**config.mk**
```make
export PLATFORM = sky130hd
export DESIGN_NAME = rtmp_chunk_header_parser_top
export DESIGN_NICKNAME = d
export VERILOG_FILES = /design/src/design/rcp_pkg.sv /design/src/design/rcp_in_stage.sv /design/src/design/rcp_decode.sv /design/src/design/rcp_out_reg.sv /design/src/design/rtmp_chunk_header_parser_top.sv
export SDC_FILE = /design/constraint.sdc
export NUM_CORES = 1
export LEC_CHECK = 0
export BUFFER_PORTS_ARGS = -buffer_cell sky130_fd_sc_hd__buf_2
export CAP_MARGIN = 20
export CORE_UTILIZATION = 56
export DETAILED_ROUTE_END_ITERATION = 16
export GPL_TIMING_DRIVEN = 0
export PLACE_DENSITY = 0.77
export SLEW_MARGIN = 5
export SYNTH_ARGS = -nofsm -noshare
export SYNTH_HDL_FRONTEND = slang
export SYNTH_HIERARCHICAL = 1
export SYNTH_SLANG_ARGS = --single-unit
```
**constraint.sdc**
```tcl
create_clock -name i_clk -period 11.9 [get_ports i_clk]
set_input_delay 2.38 -clock i_clk [delete_from_list [all_inputs] [get_ports i_clk]]
set_output_delay 2.38 -clock i_clk [all_outputs]
set_load 0.005 [all_outputs]
```
**src/design/rcp_pkg.sv**
```systemverilog
package rcp_pkg;

    // Parser phase, one per kind of byte expected next
    typedef enum logic [2:0] {
        PH_FIRST,
        PH_ID8,
        PH_ID16_LO,
        PH_ID16_HI,
        PH_MSG,
        PH_EXT
    } t_phase;

    // Field that an extended timestamp replaces
    typedef enum logic [1:0] {
        TGT_NONE,
        TGT_TS,
        TGT_DELTA
    } t_ext_tgt;

    // Header formats
    localparam logic [1:0] FMT_FULL   = 2'd0;
    localparam logic [1:0] FMT_NO_SID = 2'd1;
    localparam logic [1:0] FMT_DELTA  = 2'd2;
    localparam logic [1:0] FMT_NONE   = 2'd3;

    // Basic header id escapes
    localparam logic [5:0] ID_ONE_BYTE = 6'd0;
    localparam logic [5:0] ID_TWO_BYTE = 6'd1;

    localparam logic [16:0] CID_OFFSET = 17'd64;
    localparam logic [31:0] TS_ESCAPE  = 32'h00ff_ffff;

    // Message header lengths and byte positions
    localparam logic [3:0] MSG_LEN_F0 = 4'd11;
    localparam logic [3:0] MSG_LEN_F1 = 4'd7;
    localparam logic [3:0] MSG_LEN_F2 = 4'd3;
    localparam logic [3:0] MSG_LEN_F3 = 4'd0;
    localparam logic [3:0] TS_END     = 4'd3;
    localparam logic [3:0] LEN_END    = 4'd6;
    localparam logic [3:0] TYPE_IDX   = 4'd6;
    localparam logic [3:0] SID_IDX0   = 4'd7;
    localparam logic [3:0] SID_IDX1   = 4'd8;
    localparam logic [3:0] SID_IDX2   = 4'd9;
    localparam logic [3:0] SID_IDX3   = 4'd10;
    localparam logic [3:0] EXT_LEN    = 4'd4;

    // One input word
    typedef struct packed {
        logic [7:0] data_byte;
        logic       buffer_end;
    } t_in_word;

    // One result word
    typedef struct packed {
        logic        status;
        logic [1:0]  format;
        logic [16:0] csid;
        logic [31:0] timestamp;
        logic [31:0] ts_delta;
        logic [23:0] msg_length;
        logic [7:0]  type_id;
        logic [31:0] msg_sid;
        logic        ext_ts;
    } t_result;

    function automatic logic [3:0] msg_len(input logic [1:0] fmt);
        logic [3:0] len;
        unique case (fmt)
            FMT_FULL:   len = MSG_LEN_F0;
            FMT_NO_SID: len = MSG_LEN_F1;
            FMT_DELTA:  len = MSG_LEN_F2;
            default:    len = MSG_LEN_F3;
        endcase
        return len;
    endfunction

endpackage

```
**src/design/rcp_in_stage.sv**
```systemverilog
module rcp_in_stage (
    input  logic              i_clk,
    input  logic              i_rst_n,
    input  logic              i_valid,
    output logic              o_ready,
    input  rcp_pkg::t_in_word i_word,
    input  logic              i_adv,
    output logic              o_valid,
    output rcp_pkg::t_in_word o_word
);
    import rcp_pkg::*;

    logic     r_vld;
    t_in_word r_word;

    // Take a new word when empty or when the held word moves on
    assign o_ready = !r_vld || i_adv;

    always_ff @(posedge i_clk) begin
        if (!i_rst_n) begin
            r_vld <= 1'b0;
        end else if (o_ready) begin
            r_vld <= i_valid;
        end
    end

    // Hold the payload until it is consumed
    always_ff @(posedge i_clk) begin
        if (o_ready && i_valid) begin
            r_word <= i_word;
        end
    end

    assign o_valid = r_vld;
    assign o_word  = r_word;

endmodule

```
**src/design/rcp_decode.sv**
```systemverilog
module rcp_decode (
    input  logic              i_clk,
    input  logic              i_rst_n,
    input  logic              i_go,
    input  rcp_pkg::t_in_word i_word,
    output logic              o_res_valid,
    output rcp_pkg::t_result  o_res
);
    import rcp_pkg::*;

    t_phase      r_phase, n_phase, w_phase;
    logic [3:0]  r_count, n_count, w_count;
    logic [1:0]  r_fmt, n_fmt, w_fmt;
    logic [16:0] r_chunk, n_chunk, w_chunk;
    logic [31:0] r_ts, n_ts, w_ts;
    logic [31:0] r_delta, n_delta, w_delta;
    logic [23:0] r_len, n_len, w_len;
    logic [7:0]  r_type, n_type, w_type;
    logic [31:0] r_sid, n_sid, w_sid;
    t_ext_tgt    r_tgt, n_tgt, w_tgt;

    logic        w_done;
    logic        w_ext;
    logic        w_trunc;
    logic        basic_done;
    logic        msg_done;
    logic [7:0]  b;
    logic [5:0]  id;

    assign b  = i_word.data_byte;
    assign id = b[5:0];

    // Fold the byte into the header fields
    always_comb begin
        w_phase    = r_phase;
        w_count    = r_count;
        w_fmt      = r_fmt;
        w_chunk    = r_chunk;
        w_ts       = r_ts;
        w_delta    = r_delta;
        w_len      = r_len;
        w_type     = r_type;
        w_sid      = r_sid;
        w_tgt      = r_tgt;
        w_done     = 1'b0;
        w_ext      = 1'b0;
        basic_done = 1'b0;
        msg_done   = 1'b0;

        unique case (r_phase)
            PH_ID8: begin
                w_chunk    = {9'd0, b} + CID_OFFSET;
                basic_done = 1'b1;
            end
            PH_ID16_LO: begin
                w_chunk = {9'd0, b};
                w_phase = PH_ID16_HI;
            end
            PH_ID16_HI: begin
                w_chunk    = {1'b0, b, 8'd0} + r_chunk + CID_OFFSET;
                basic_done = 1'b1;
            end
            PH_MSG: begin
                if (r_fmt == FMT_FULL) begin
                    if (r_count < TS_END) begin
                        w_ts = {8'd0, r_ts[15:0], b};
                    end else if (r_count < LEN_END) begin
                        w_len = {r_len[15:0], b};
                    end else if (r_count == TYPE_IDX) begin
                        w_type = b;
                    end else begin
                        case (r_count)
                            SID_IDX0: w_sid[7:0]   = b;
                            SID_IDX1: w_sid[15:8]  = b;
                            SID_IDX2: w_sid[23:16] = b;
                            SID_IDX3: w_sid[31:24] = b;
                            default:  w_sid = r_sid;
                        endcase
                    end
                end else if (r_fmt == FMT_NO_SID) begin
                    if (r_count < TS_END) begin
                        w_delta = {8'd0, r_delta[15:0], b};
                    end else if (r_count < LEN_END) begin
                        w_len = {r_len[15:0], b};
                    end else if (r_count == TYPE_IDX) begin
                        w_type = b;
                    end
                end else if (r_fmt == FMT_DELTA) begin
                    if (r_count < TS_END) begin
                        w_delta = {8'd0, r_delta[15:0], b};
                    end
                end
                w_count  = r_count + 4'd1;
                msg_done = (w_count >= msg_len(r_fmt));
            end
            PH_EXT: begin
                if (r_tgt == TGT_TS) begin
                    w_ts = {r_ts[23:0], b};
                end else begin
                    w_delta = {r_delta[23:0], b};
                end
                w_count = r_count + 4'd1;
                if (w_count >= EXT_LEN) begin
                    w_done = 1'b1;
                    w_ext  = 1'b1;
                end
            end
            default: begin
                // First byte of the basic header: start from a clean header
                w_count = 4'd0;
                w_fmt   = b[7:6];
                w_chunk = 17'd0;
                w_ts    = 32'd0;
                w_delta = 32'd0;
                w_len   = 24'd0;
                w_type  = 8'd0;
                w_sid   = 32'd0;
                w_tgt   = TGT_NONE;
                if (id == ID_ONE_BYTE) begin
                    w_phase = PH_ID8;
                end else if (id == ID_TWO_BYTE) begin
                    w_phase = PH_ID16_LO;
                end else begin
                    w_chunk    = {11'd0, id};
                    basic_done = 1'b1;
                end
            end
        endcase

        // Basic header done: go to the message header
        if (basic_done) begin
            w_phase = PH_MSG;
            w_count = 4'd0;
            if (msg_len(w_fmt) == MSG_LEN_F3) begin
                msg_done = 1'b1;
            end
        end

        // Message header done: read an extended timestamp or finish
        if (msg_done) begin
            if (w_fmt == FMT_FULL && w_ts == TS_ESCAPE) begin
                w_phase = PH_EXT;
                w_tgt   = TGT_TS;
                w_ts    = 32'd0;
                w_count = 4'd0;
            end else if ((w_fmt == FMT_NO_SID || w_fmt == FMT_DELTA)
                         && w_delta == TS_ESCAPE) begin
                w_phase = PH_EXT;
                w_tgt   = TGT_DELTA;
                w_delta = 32'd0;
                w_count = 4'd0;
            end else begin
                w_done = 1'b1;
            end
        end
    end

    assign w_trunc = i_word.buffer_end && !w_done;

    // Next state: restart after any result
    always_comb begin
        if (w_done || w_trunc) begin
            n_phase = PH_FIRST;
            n_count = 4'd0;
            n_fmt   = 2'd0;
            n_chunk = 17'd0;
            n_ts    = 32'd0;
            n_delta = 32'd0;
            n_len   = 24'd0;
            n_type  = 8'd0;
            n_sid   = 32'd0;
            n_tgt   = TGT_NONE;
        end else begin
            n_phase = w_phase;
            n_count = w_count;
            n_fmt   = w_fmt;
            n_chunk = w_chunk;
            n_ts    = w_ts;
            n_delta = w_delta;
            n_len   = w_len;
            n_type  = w_type;
            n_sid   = w_sid;
            n_tgt   = w_tgt;
        end
    end

    // Result word: full header, or all zero with the truncated flag
    always_comb begin
        o_res_valid = w_done || w_trunc;
        o_res       = '0;
        if (w_trunc) begin
            o_res.status = 1'b1;
        end else begin
            o_res.format     = w_fmt;
            o_res.csid       = w_chunk;
            o_res.timestamp  = w_ts;
            o_res.ts_delta   = w_delta;
            o_res.msg_length = w_len;
            o_res.type_id    = w_type;
            o_res.msg_sid    = w_sid;
            o_res.ext_ts     = w_ext;
        end
    end

    always_ff @(posedge i_clk) begin
        if (!i_rst_n) begin
            r_phase <= PH_FIRST;
            r_count <= 4'd0;
            r_fmt   <= 2'd0;
            r_chunk <= 17'd0;
            r_ts    <= 32'd0;
            r_delta <= 32'd0;
            r_len   <= 24'd0;
            r_type  <= 8'd0;
            r_sid   <= 32'd0;
            r_tgt   <= TGT_NONE;
        end else if (i_go) begin
            r_phase <= n_phase;
            r_count <= n_count;
            r_fmt   <= n_fmt;
            r_chunk <= n_chunk;
            r_ts    <= n_ts;
            r_delta <= n_delta;
            r_len   <= n_len;
            r_type  <= n_type;
            r_sid   <= n_sid;
            r_tgt   <= n_tgt;
        end
    end

endmodule

```
**src/design/rcp_out_reg.sv**
```systemverilog
module rcp_out_reg (
    input  logic             i_clk,
    input  logic             i_rst_n,
    input  logic             i_load,
    input  rcp_pkg::t_result i_res,
    output logic             o_free,
    output logic             o_valid,
    input  logic             i_ready,
    output rcp_pkg::t_result o_res
);
    import rcp_pkg::*;

    logic    r_vld;
    t_result r_res;

    // Slot can take a word when empty or being drained this cycle
    assign o_free = !r_vld || i_ready;

    always_ff @(posedge i_clk) begin
        if (!i_rst_n) begin
            r_vld <= 1'b0;
        end else if (i_load) begin
            r_vld <= 1'b1;
        end else if (i_ready) begin
            r_vld <= 1'b0;
        end
    end

    always_ff @(posedge i_clk) begin
        if (i_load) begin
            r_res <= i_res;
        end
    end

    assign o_valid = r_vld;
    assign o_res   = r_res;

endmodule

```
**src/design/rtmp_chunk_header_parser_top.sv**
```systemverilog
// Chunk header decoder: takes the header bytes of a chunk stream one word per
// cycle on a valid/ready channel and gives one result word per complete
// basic-plus-message header (format, chunk stream id with offset, timestamp
// or delta, length, type, little-endian stream id, extended-timestamp flag),
// or a truncated word with all fields zero when a buffer-end byte arrives
// before the header is complete. Each byte passes an input register, a
// combinational decode against the parser state, and an output register, so
// the block sustains one byte per cycle; a result is loaded into the output
// register when the held byte advances, and the block stalls only while
// the result register is full and not being taken.
module rtmp_chunk_header_parser_top (
    input  logic        i_clk,
    input  logic        i_rst_n,
    input  logic        i_valid,
    output logic        o_ready,
    input  logic [7:0]  i_data_byte,
    input  logic        i_buffer_end,
    output logic        o_valid,
    input  logic        i_ready,
    output logic        o_status,
    output logic [1:0]  o_format,
    output logic [16:0] o_csid,
    output logic [31:0] o_timestamp,
    output logic [31:0] o_ts_delta,
    output logic [23:0] o_msg_length,
    output logic [7:0]  o_type_id,
    output logic [31:0] o_msg_sid,
    output logic        o_ext_ts
);
    import rcp_pkg::*;

    t_in_word in_word;
    t_in_word held_word;
    logic     held_vld;
    logic     adv;
    logic     out_free;
    logic     res_valid;
    t_result  res;
    t_result  out_res;

    assign in_word.data_byte  = i_data_byte;
    assign in_word.buffer_end = i_buffer_end;

    // Decode the held word once the result slot can take its outcome
    assign adv = held_vld && out_free;

    rcp_in_stage u_in (
        .i_clk   (i_clk),
        .i_rst_n (i_rst_n),
        .i_valid (i_valid),
        .o_ready (o_ready),
        .i_word  (in_word),
        .i_adv   (adv),
        .o_valid (held_vld),
        .o_word  (held_word)
    );

    rcp_decode u_dec (
        .i_clk       (i_clk),
        .i_rst_n     (i_rst_n),
        .i_go        (adv),
        .i_word      (held_word),
        .o_res_valid (res_valid),
        .o_res       (res)
    );

    rcp_out_reg u_out (
        .i_clk   (i_clk),
        .i_rst_n (i_rst_n),
        .i_load  (adv && res_valid),
        .i_res   (res),
        .o_free  (out_free),
        .o_valid (o_valid),
        .i_ready (i_ready),
        .o_res   (out_res)
    );

    assign o_status     = out_res.status;
    assign o_format     = out_res.format;
    assign o_csid       = out_res.csid;
    assign o_timestamp  = out_res.timestamp;
    assign o_ts_delta   = out_res.ts_delta;
    assign o_msg_length = out_res.msg_length;
    assign o_type_id    = out_res.type_id;
    assign o_msg_sid    = out_res.msg_sid;
    assign o_ext_ts     = out_res.ext_ts;

endmodule

```
==> results.sh, run 1 <==
export IMPL_synth_distinct_cells=76
export IMPL_grt_use_total=0.292
export IMPL_layout_nets=1486
export IMPL_numClockSinks=316
export IMPL_yosysSeqAreaShare=0.564
export IMPL_grt_pass1_wl_um=58800
export IMPL_setup_viol=0
export IMPL_fin_crit_sh=0.457
export IMPL_p_per_area_nw_per_um2=143
export IMPL_startpoint_type="input pin"
export IMPL_drv_slew=0
export IMPL_drt_total_wl_um=38100
export IMPL_min_period_ns=5.44
export IMPL_cp_arrival_ns=3.06
export IMPL_status="complete, no violations"
export IMPL_ir_drop_mv=0.0967
export IMPL_fmax_ghz=0.184
export IMPL_n_fill_cell=1898
export IMPL_first_pass_iters=5
export IMPL_critPathMaxStageDelay_ns=0.16
export IMPL_critPathKind="input pin to output pin"
export IMPL_ios=164
export IMPL_grt_overflow=0
export IMPL_drive_gt1_frac=0.194
export IMPL_cp_required_ns=9.52
export IMPL_end_kind="output pin"
export IMPL_cts_buffers=30
export IMPL_fp_dieH_um=160
export IMPL_rows=57
export IMPL_drc_errors=0
export IMPL_wire_per_inst_um=21.2
export IMPL_leakagePower_nw=6.03
export IMPL_start_util=0.574
export IMPL_finalClockSkew_ns=0.0132
export IMPL_area_growth_pct=16.6
export IMPL_vias=11300
export IMPL_synth_edf_count=158
export IMPL_dp_hpwl_um=26200
export IMPL_cp_startpoint="i_ready"
export IMPL_tritoncts="built"
export IMPL_diodes=0
export IMPL_clk_path_buf_depth=3
export IMPL_tns_ns=0
export IMPL_cts_setup_buffers=0
export IMPL_r2r_slack_ns=6.61
export IMPL_worstSkewPairLatency_ns=0.56
export IMPL_antenna_found_initial=0
export IMPL_ys_seq_elements=316
export IMPL_min_from="u_dec/r_delta[25]"
export IMPL_die_w_um=160
export IMPL_port_buffers=163
export IMPL_holdWs_ns=0.467
export IMPL_maxCapViolCount=0
export IMPL_worst_slew_pin_transition_ns=1.13
export IMPL_cts_htree_levels=1
export IMPL_grt_pass1_vias=10600
export IMPL_hp_class="flop to flop"
export IMPL_relSlewSlack=0.237
export IMPL_synthCells=1255
export IMPL_grt_max_degree=72
export IMPL_r2r_start="u_dec/r_phase[1]"
export IMPL_hold_violations=0
export IMPL_async_flop_share=0
export IMPL_cts_resized=0
export IMPL_syn_area_um2=14000
export IMPL_cts_root_buf="clkbuf_16"
export IMPL_cts_hold_buf=0
export IMPL_ant_nets=0
export IMPL_synthFlopType="edfxtp_1"
export IMPL_clkSlewWorstSetupHoldPaths_ns=0.06
export IMPL_first_iter_violations=998
export IMPL_ys_warn_count=6
export IMPL_routed_via_density=6.29
export IMPL_crit_chain="buf_2, nand2b_4, and2_1, nand2b_4, buf_2"
export IMPL_die_area_um2=25700
export IMPL_cpMaxStageDelayCell="and2_1"
export IMPL_syn_area_per_cell_um2=11.2
export IMPL_syn_nets=1288
export IMPL_path_max_fanout=3
export IMPL_rsz0062_at_grt="no"
export IMPL_core_area_um2=24500
export IMPL_place_gp_congestion=0.985
[report_power, final]
group	leakage, nW	switching [mW]	internal, mW
Clock	0.501	0.410	0.591
Sequential	2.70	0.00968	1.17
Combinational	2.83	0.116	0.0471
[through the flow]
step | instance area [um2] | setup WS, ns | std cells | util | total power, mW
6_report | 16400 | 6.46 | 1801 | 0.669 | 2.35
5_1_grt | 16400 | 6.42 | 1801 | 0.669 | 2.41
4_1_cts | 16400 | 6.46 | 1800 | 0.668 | 2.35
3_5_place_dp | 15300 | 5.97 | 1744 | 0.626 | 1.37
3_3_place_gp | 15300 | 3.70 | 1742 | 0.624 | 1.37
2_1_floorplan | 14000 | 5.41 | 1255 | - | 1.30
[path summary, 6_finish.rpt]
check                       to  cells after the start
max reg2reg  u_dec/r_delta[28]                     15
min reg2reg  u_dec/r_delta[25]                      2
min          u_dec/r_delta[25]                      2
max                    o_ready                      5
[cell usage after synthesis (6+ instances only)]
library cell,n,area share
nor4_4,6,0.0091
a21o_1,6,0.0032
o2bb2ai_1,8,0.0050
nor2_1,131,0.035
dfxtp_1,158,0.23
xnor2_1,9,0.0056
o31ai_4,6,0.0091
nor2b_1,13,0.0058
ha_1,20,0.018
o21a_1,10,0.0053
a32oi_1,6,0.0037
and3_1,39,0.017
o211ai_1,6,0.0032
edfxtp_1,158,0.34
a32o_1,13,0.0093
or3_1,6,0.0027
a221oi_1,6,0.0037
nor3_1,7,0.0025
a21oi_1,44,0.016
a22oi_1,88,0.047
a22o_1,131,0.082
inv_1,24,0.0064
and2_1,11,0.0049
clkbuf_1,52,0.014
nand2_1,66,0.018
a31oi_1,8,0.0036
buf_2,25,0.0089
o31ai_1,8,0.0043
buf_6,6,0.0048
nand3_1,14,0.0050
buf_1,7,0.0019
nand4_1,10,0.0045
nand2b_1,6,0.0027
buf_4,6,0.0032
o21ai_0,64,0.023
[sequential cells by signal (all words and copies together) (netlist names)]
name,count
u_dec/r_chunk,17
u_dec/r_count,4
u_dec/r_delta,32
u_dec/r_fmt,2
u_dec/r_len,24
u_dec/r_phase,3
u_dec/r_sid,32
u_dec/r_tgt,2
u_dec/r_ts,32
u_dec/r_type,8
u_in/o_valid,1
u_in/o_word,9
u_out/o_res,149
u_out/o_valid,1
[final cells by class]
cell class                 count  area [um2]  share of cell area
multi-input combinational    818        5580               0.341
timing repair buffer         166         876              0.0535
tap                          324         405              0.0248
inverter                      25        93.8             0.00574
sequential                   316        7910               0.483
clock buffer                  37         808              0.0494
clock inverter                19         229              0.0140
buffer                        96         459              0.0281
[kinds of logic (layout without fill, tap and decap cells)]
kind of cell	after synthesis	in the layout	share of synthesized area
xor gates and xnor gates	10	10	0.00624
AOI/OAI and AO/OA	440	440	0.240
and+or+nand+nor	343	343	0.130
adders and majority gates	21	21	0.0185
muxes	4	4	0.00285
DFF	316	316	0.564
buffers and inverters	121	343	0.0394
[critical path, delay by kind of cell]
kind	cells	cell delay [ns]
and+or+nand+nor	3	0.46
buffers and inverters	2	0.21
[placed cells by master (no fill, tap or decap), types with 6 or more instances in the layout]
master,instances
buf_2,188
dfxtp_1,158
edfxtp_1,158
nor2_1,131
a22o_1,131
a22oi_1,88
nand2_1,66
o21ai_0,64
clkbuf_1,57
a21oi_1,44
and3_1,38
clkbuf_16,31
inv_1,24
ha_1,20
nand3_1,14
nor2b_1,13
a32o_1,13
and2_1,11
o21a_1,10
nand4_1,10
xnor2_1,9
a31oi_1,8
o31ai_1,8
o2bb2ai_1,8
clkinv_2,7
nor3_1,7
buf_1,7
buf_6,6
nand2b_1,6
buf_4,6
a21o_1,6
nor4_4,6
o211ai_1,6
or3_1,6
a221oi_1,6
a32oi_1,6
o31ai_4,6
[per-layer routing]
metal | vias to the layer above | wire length [um] | track usage
met5 | - | 0 | 0
met2 | 566 | 17100 | 0.456
met1 | 5452 | 16700 | 0.411
met3 | 105 | 3030 | 0.0473
li1 | 5211 | - | -
met4 | 0 | 1250 | 0.111
Power figures use the tool's default switching activity.
==> run 2: changes to the inputs <==
- ABC_AREA: default -> 1
- PLACE_DENSITY: 0.77 -> 0.76
- clock period: 11.9 -> 5.2 ns (I/O delays scaled with it)
==> run 2 against run 1 <==
Compared with the run above: setup slack worse by 6.2 ns; clock power up 140%; power up 140%; synthesized cell count up 68%; cell area up 11%; clock skew up 0.0024 ns; non-clock buffer count up 1.
==> results.sh, run 2 <==
export IMPL_path_max_fanout=37
export IMPL_final_cells=2707
export IMPL_cp_arrival_ns=5.11
export IMPL_dp_cells=2645
export IMPL_synth_top_area_frac=0.303
export IMPL_min_period_ns=4.91
export IMPL_first_pass_iters=6
export IMPL_yosysMostFrequentCell="nand2_1"
export IMPL_wire_per_inst_um=16.1
export IMPL_core_area_um2=27200
export IMPL_place_gp_congestion=0.965
export IMPL_drt_total_wl_um=43600
export IMPL_synth_top_family_by_area="simple AND/OR/NAND/NOR gates"
export IMPL_layout_nets=2343
export IMPL_clkSlewWorstSetupHoldPaths_ns=0.06
export IMPL_largest_reg_flops=149
export IMPL_dp_hpwl_um=30900
export IMPL_tritoncts="built"
export IMPL_cts_htree_levels=2
export IMPL_cp_required_ns=5.40
export IMPL_cp_startpoint="u_dec/r_phase[2]"
export IMPL_n_fill_cell=2345
export IMPL_leakagePower_nw=8.05
export IMPL_setup_viol=0
export IMPL_port_buffers=163
export IMPL_diodes=0
export IMPL_drc_errors=0
export IMPL_startpoint_type="flop"
export IMPL_cts_buffers=34
export IMPL_tns_ns=0
export IMPL_critPathKind="flop to flop"
export IMPL_cts_root_buf="clkbuf_16"
export IMPL_placed_area_um2=17000
export IMPL_layout_common_cells="nand2_1 (572), nor2_1 (383), inv_1 (311)"
export IMPL_ir_drop_mv=0.212
export IMPL_synth_simple_gate_area_frac=0.285
export IMPL_synthAdderAreaFrac=0.0160
export IMPL_yosysSeqAreaShare=0.505
export IMPL_die_area_um2=28600
export IMPL_rows=60
export IMPL_synth_xor_area_share=0.00112
export IMPL_drive_gt1_frac=0.133
export IMPL_cts_hold_buf=0
export IMPL_syn_nets=2139
export IMPL_synthTopCellsByCount="nand2_1 (572), nor2_1 (383), inv_1 (311), dfxtp_1 (158), edfxtp_1 (158)"
export IMPL_finalClockSkew_ns=0.0157
export IMPL_fin_total_pwr_mw=5.53
export IMPL_stdcell_area_um2=18100
export IMPL_worst_slack_ns=0.290
export IMPL_relSlewSlack=0.458
export IMPL_grt_pass1_wl_um=68200
export IMPL_start_util=0.576
export IMPL_ios=164
export IMPL_antenna_found_initial=0
export IMPL_grt_pass1_vias=13400
export IMPL_rsz0062_at_grt="no"
export IMPL_area_growth_pct=15.8
export IMPL_muxShareOfSynthArea=0
export IMPL_ys_seq_elements=316
export IMPL_first_iter_violations=1629
export IMPL_syn_area_um2=15700
export IMPL_clk_path_buf_depth=3
export IMPL_end_kind="flop"
export IMPL_worst_slew_pin_transition_ns=0.812
export IMPL_hold_violations=0
export IMPL_mostFrequentLayoutCell="nand2_1"
export IMPL_ant_nets=0
export IMPL_ys_warn_count=6
export IMPL_grt_use_total=0.301
export IMPL_fin_crit_sh=0.944
export IMPL_synthFlopType="edfxtp_1"
export IMPL_vias=14500
export IMPL_routed_via_density=5.36
export IMPL_hp_class="flop to flop"
export IMPL_async_flop_share=0
export IMPL_maxCapViolCount=0
export IMPL_grt_max_degree=38
export IMPL_synthCells=2106
export IMPL_status="complete, no violations"
export IMPL_synthTopCellsByArea="edfxtp_1 (30%), dfxtp_1 (20%), nand2_1 (14%), nor2_1 (9.2%), inv_1 (7.5%)"
export IMPL_synth_compound_area_frac=0.0870
export IMPL_r2r_slack_ns=0.29
export IMPL_r2r_start="u_dec/r_phase[2]"
export IMPL_fmax_ghz=0.204
export IMPL_worstSkewPairLatency_ns=0.52
export IMPL_cts_resized=0
export IMPL_cp_endpoint="u_out/o_res[5]"
export IMPL_synth_top_area_cell="edfxtp_1"
export IMPL_die_w_um=169
export IMPL_synth_edf_count=158
export IMPL_place_ws_ns=0.360
export IMPL_r2r_cells=16
export IMPL_synth_distinct_cells=42
export IMPL_numClockSinks=316
export IMPL_cts_setup_buffers=0
export IMPL_drv_slew=0
export IMPL_p_per_area_nw_per_um2=305
export IMPL_syn_area_per_cell_um2=7.44
export IMPL_r2r_end="u_out/o_res[5]"
export IMPL_grt_overflow=0
export IMPL_fp_dieH_um=169
[run 2: where the power goes]
| group | total [mW] | internal, mW | switching (mW) |
|---|---|---|---|
| clock | 2.41 | 1.42 | 0.990 |
| sequential | 2.70 | 2.67 | 0.0278 |
| combinational | 0.418 | 0.106 | 0.312 |
[run 2: per-layer routing]
| metal | wire length [um] | vias to the layer above | GRT usage |
|---|---|---|---|
| li1 | - | 7041 | - |
| met1 | 18700 | 6607 | 0.421 |
| met2 | 19200 | 732 | 0.470 |
| met3 | 4090 | 130 | 0.0527 |
| met4 | 1480 | 0 | 0.111 |
| met5 | 0 | - | 0 |
[run 2: area by class of cell]
type,count,area [um2],share of cell area
Buffer,96,438,0.0241
Tap cell,372,465,0.0257
Inverter,325,1220,0.0672
Timing Repair Buffer,167,896,0.0494
Clock inverter,16,176,0.00972
Clock buffer,45,933,0.0514
Multi-Input combinational cell,1370,6110,0.337
Sequential cell,316,7910,0.436
[run 2: how the worst min path moves through the flow]
stage | from | end | slack [ns] | depth (start not counted)
final | u_dec/r_sid[7] | u_dec/r_sid[7] | 0.46 | 2
after global routing | u_dec/r_sid[10] | u_dec/r_sid[10] | 0.48 | 2
after CTS | u_dec/r_sid[6] | u_dec/r_sid[6] | 0.46 | 2
after detailed placement | u_dec/r_sid[6] | u_dec/r_sid[6] | 0.45 | 2
after global placement | u_dec/r_sid[5] | u_dec/r_sid[5] | 0.45 | 2
after floorplan | u_dec/r_sid[0] | u_dec/r_sid[0] | 0.44 | 2
[run 2: cell families after synthesis]
family	count (synthesis)
AO/OA/AOI/OAI	239
XOR/XNOR	2
adder cells (fa/ha/maj)	20
buffers and inverters	421
flip-flops	316
AND/OR/NAND/NOR	1108
[run 2: stage by stage]
step                hold slack (ns)   util
floorplan                     0.442      -
global placement              0.448  0.624
detailed placement            0.453  0.627
CTS                           0.461  0.667
global route                  0.479  0.668
finish                        0.463  0.668
[run 2: critical path: stages (launching register included)]
cell and delay, ns:
dfxtp_1 0.47, inv_2 0.11, nor2_2 0.24, inv_1 0.20, nand2_2 0.26, buf_1 0.50
o21ai_0 0.23, inv_1 0.25, ha_1 0.20, inv_1 0.04, o21ai_1 0.52, nand3_2 0.25
nand3_4 0.20, inv_1 0.17, nor2_4 0.43, buf_12 0.26, buf_12 0.23
==> run 3: changes to the inputs <==
- GPL_ROUTABILITY_DRIVEN: default -> 0
- PLACE_DENSITY: 0.76 -> 0.8
==> run 3 against run 2 <==
Compared with the run above: clock skew rose by 0.0051 ns; wire length barely moved; first-iteration DRC count rose by 24%; clock power rose by 2%; non-clock buffer count did not move; sequential power barely moved; critical path depth rose by 4; maximum frequency rose by 0.69%; global-route usage fell by 0.30 points; setup slack improved by 0.034 ns; combinational power barely moved; critical endpoint is now u_out/o_res[42]; largest power group unchanged.
==> results.sh, run 3 (same netlist as run 2, synthesis figures left out) <==
export IMPL_intPower_mw=4.26
export IMPL_multi_input_area_um2=6110
export IMPL_drive_gt1_frac=0.133
export IMPL_mostFrequentLayoutCell="nand2_1"
export IMPL_hold_violations=0
export IMPL_status="complete, no violations"
export IMPL_die_area_um2=28600
export IMPL_maxCapViolCount=0
export IMPL_worst_slew_pin_transition_ns=0.886
export IMPL_ir_drop_mv=0.198
export IMPL_cp_common_cell="inv_1"
export IMPL_worstSkewPairLatency_ns=0.52
export IMPL_min_period_ns=4.88
export IMPL_cts_htree_levels=2
export IMPL_tritoncts="built"
export IMPL_ant_nets=0
export IMPL_finalClockSkew_ns=0.0208
export IMPL_min_path_cells=2
export IMPL_crit_chain="inv_2, nor2_2, inv_1, nand2_2, buf_1, o21ai_0, ha_1, inv_1, nor2_1, nand2_1, nor2_1, nand2_1, nor2_1, nand3_1, nand3_2, nand3_2, inv_1, clkbuf_1, or2_2, inv_1"
export IMPL_vias=14800
export IMPL_first_pass_iters=9
export IMPL_grt_pass1_vias=13600
export IMPL_area_growth_pct=16.1
export IMPL_rsz0062_at_grt="no"
export IMPL_die_w_um=169
export IMPL_relSlewSlack=0.409
export IMPL_fp_dieH_um=169
export IMPL_cp_required_ns=5.46
export IMPL_critPathKind="flop to flop"
export IMPL_cts_buffers=34
export IMPL_largest_reg_flops=149
export IMPL_fmax_ghz=0.205
export IMPL_dp_hpwl_um=30400
export IMPL_first_iter_violations=2016
export IMPL_routed_via_density=5.46
export IMPL_place_ws_ns=0.247
export IMPL_crit_buf_inv=7
export IMPL_startpoint_type="flop"
export IMPL_wire_per_inst_um=16.1
export IMPL_final_util=0.669
export IMPL_numClockSinks=316
export IMPL_grt_pass1_wl_um=68200
export IMPL_r2r_cells=20
export IMPL_cp_num_cells=20
export IMPL_p_per_area_nw_per_um2=307
export IMPL_setup_viol=0
export IMPL_n_fill_cell=2334
export IMPL_placed_area_um2=17000
export IMPL_port_buffers=163
export IMPL_stdcell_area_um2=18200
export IMPL_crit_family="simple AND/OR/NAND/NOR gates"
export IMPL_hp_class="flop to flop"
export IMPL_diodes=0
export IMPL_clkSlewWorstSetupHoldPaths_ns=0.06
export IMPL_end_kind="flop"
export IMPL_grt_use_total=0.298
export IMPL_rows=60
export IMPL_leakagePower_nw=8.07
export IMPL_dp_cells=2645
export IMPL_clockPowerShare=0.442
export IMPL_p_seq_frac=0.483
export IMPL_fin_crit_sh=0.938
export IMPL_drt_total_wl_um=43500
export IMPL_cpMaxStageDelayCell="clkbuf_1"
export IMPL_grt_overflow=0
export IMPL_start_util=0.576
export IMPL_drv_slew=0
export IMPL_antenna_found_initial=0
export IMPL_cp_arrival_ns=5.14
export IMPL_ios=164
export IMPL_cts_root_buf="clkbuf_16"
export IMPL_final_cells=2708
export IMPL_drc_errors=0
export IMPL_cts_hold_buf=0
export IMPL_layout_nets=2343
export IMPL_core_area_um2=27200
export IMPL_clk_path_buf_depth=3
export IMPL_ff_latch_area_um2=7910
export IMPL_worst_slack_ns=0.324
export IMPL_path_max_fanout=10
export IMPL_power_frac_comb=0.075
export IMPL_grt_max_degree=38
export IMPL_swShare=0.237
export IMPL_critPathMaxStageDelay_ns=0.58
export IMPL_layout_common_cells="nand2_1 (572), nor2_1 (383), inv_1 (311)"
export IMPL_switchingPower_mw=1.33
run 3: changes by cell type in the layout (fill, tap and decap cells not counted), sizes merged:
cell,change
clkbuf,+4
clkinv,+1
clkinvlp,-2
inv,-2
run 3: final cells by class:
cell class / instances / share of cell area
flip-flops and latches: 316 / 0.435
inverters: 325 / 0.0671
multi-input cells: 1370 / 0.336
plain buffers: 96 / 0.0241
well taps: 372 / 0.0256
clock buffers: 49 / 0.0545
repair buffers: 167 / 0.0493
clock inverters: 13 / 0.00826
run 3: power groups by stage:
stage / Combinational, mW / Clock, mW / Sequential [mW]
after global placement: 0.382 / 0 / 2.76
after CTS: 0.405 / 2.50 / 2.70
after floorplan: 0.223 / 0 / 2.76
after global routing: 0.445 / 2.60 / 2.70
after detailed placement: 0.402 / 0 / 2.75
final: 0.418 / 2.47 / 2.70
run 3: timing repair:
item / CTS / global route
endpoints found under the setup margin: 0 / 36
setup buffers: 0 / 0
resized for setup: 0 / 1
run 3: path summary, 6_finish.rpt:
path / from / end / slack [ns]
setup / recovery: u_dec/r_phase[2] / u_out/o_res[42] / 0.32
hold / removal: u_dec/r_sid[15] / u_dec/r_sid[15] / 0.47
setup reg to reg: u_dec/r_phase[2] / u_out/o_res[42] / 0.32
hold reg to reg: u_dec/r_sid[15] / u_dec/r_sid[15] / 0.47
run 3: worst min-delay path: cells and delay by family (launching register included):
kind            cells  cell delay [ns]
flops               1             0.31
compound gates      1             0.06
simple gates        1             0.06
run 3: stage by stage:
stage,hold WS [ns],setup TNS (ns),power [mW]
2_1_floorplan,0.442,0,2.98
5_1_grt,0.476,0,5.74
6_report,0.468,0,5.59
3_3_place_gp,0.448,-205.97,3.14
4_1_cts,0.465,0,5.61
3_5_place_dp,0.456,0,3.15
run 3: per-layer routing:
layer | track usage | vias up | part of all wire
met2 | 0.467 | 837 | 0.44
met5 | 0 | - | 0
met1 | 0.398 | 6737 | 0.41
li1 | - | 7043 | -
met3 | 0.0686 | 169 | 0.11
met4 | 0.127 | 0 | 0.040
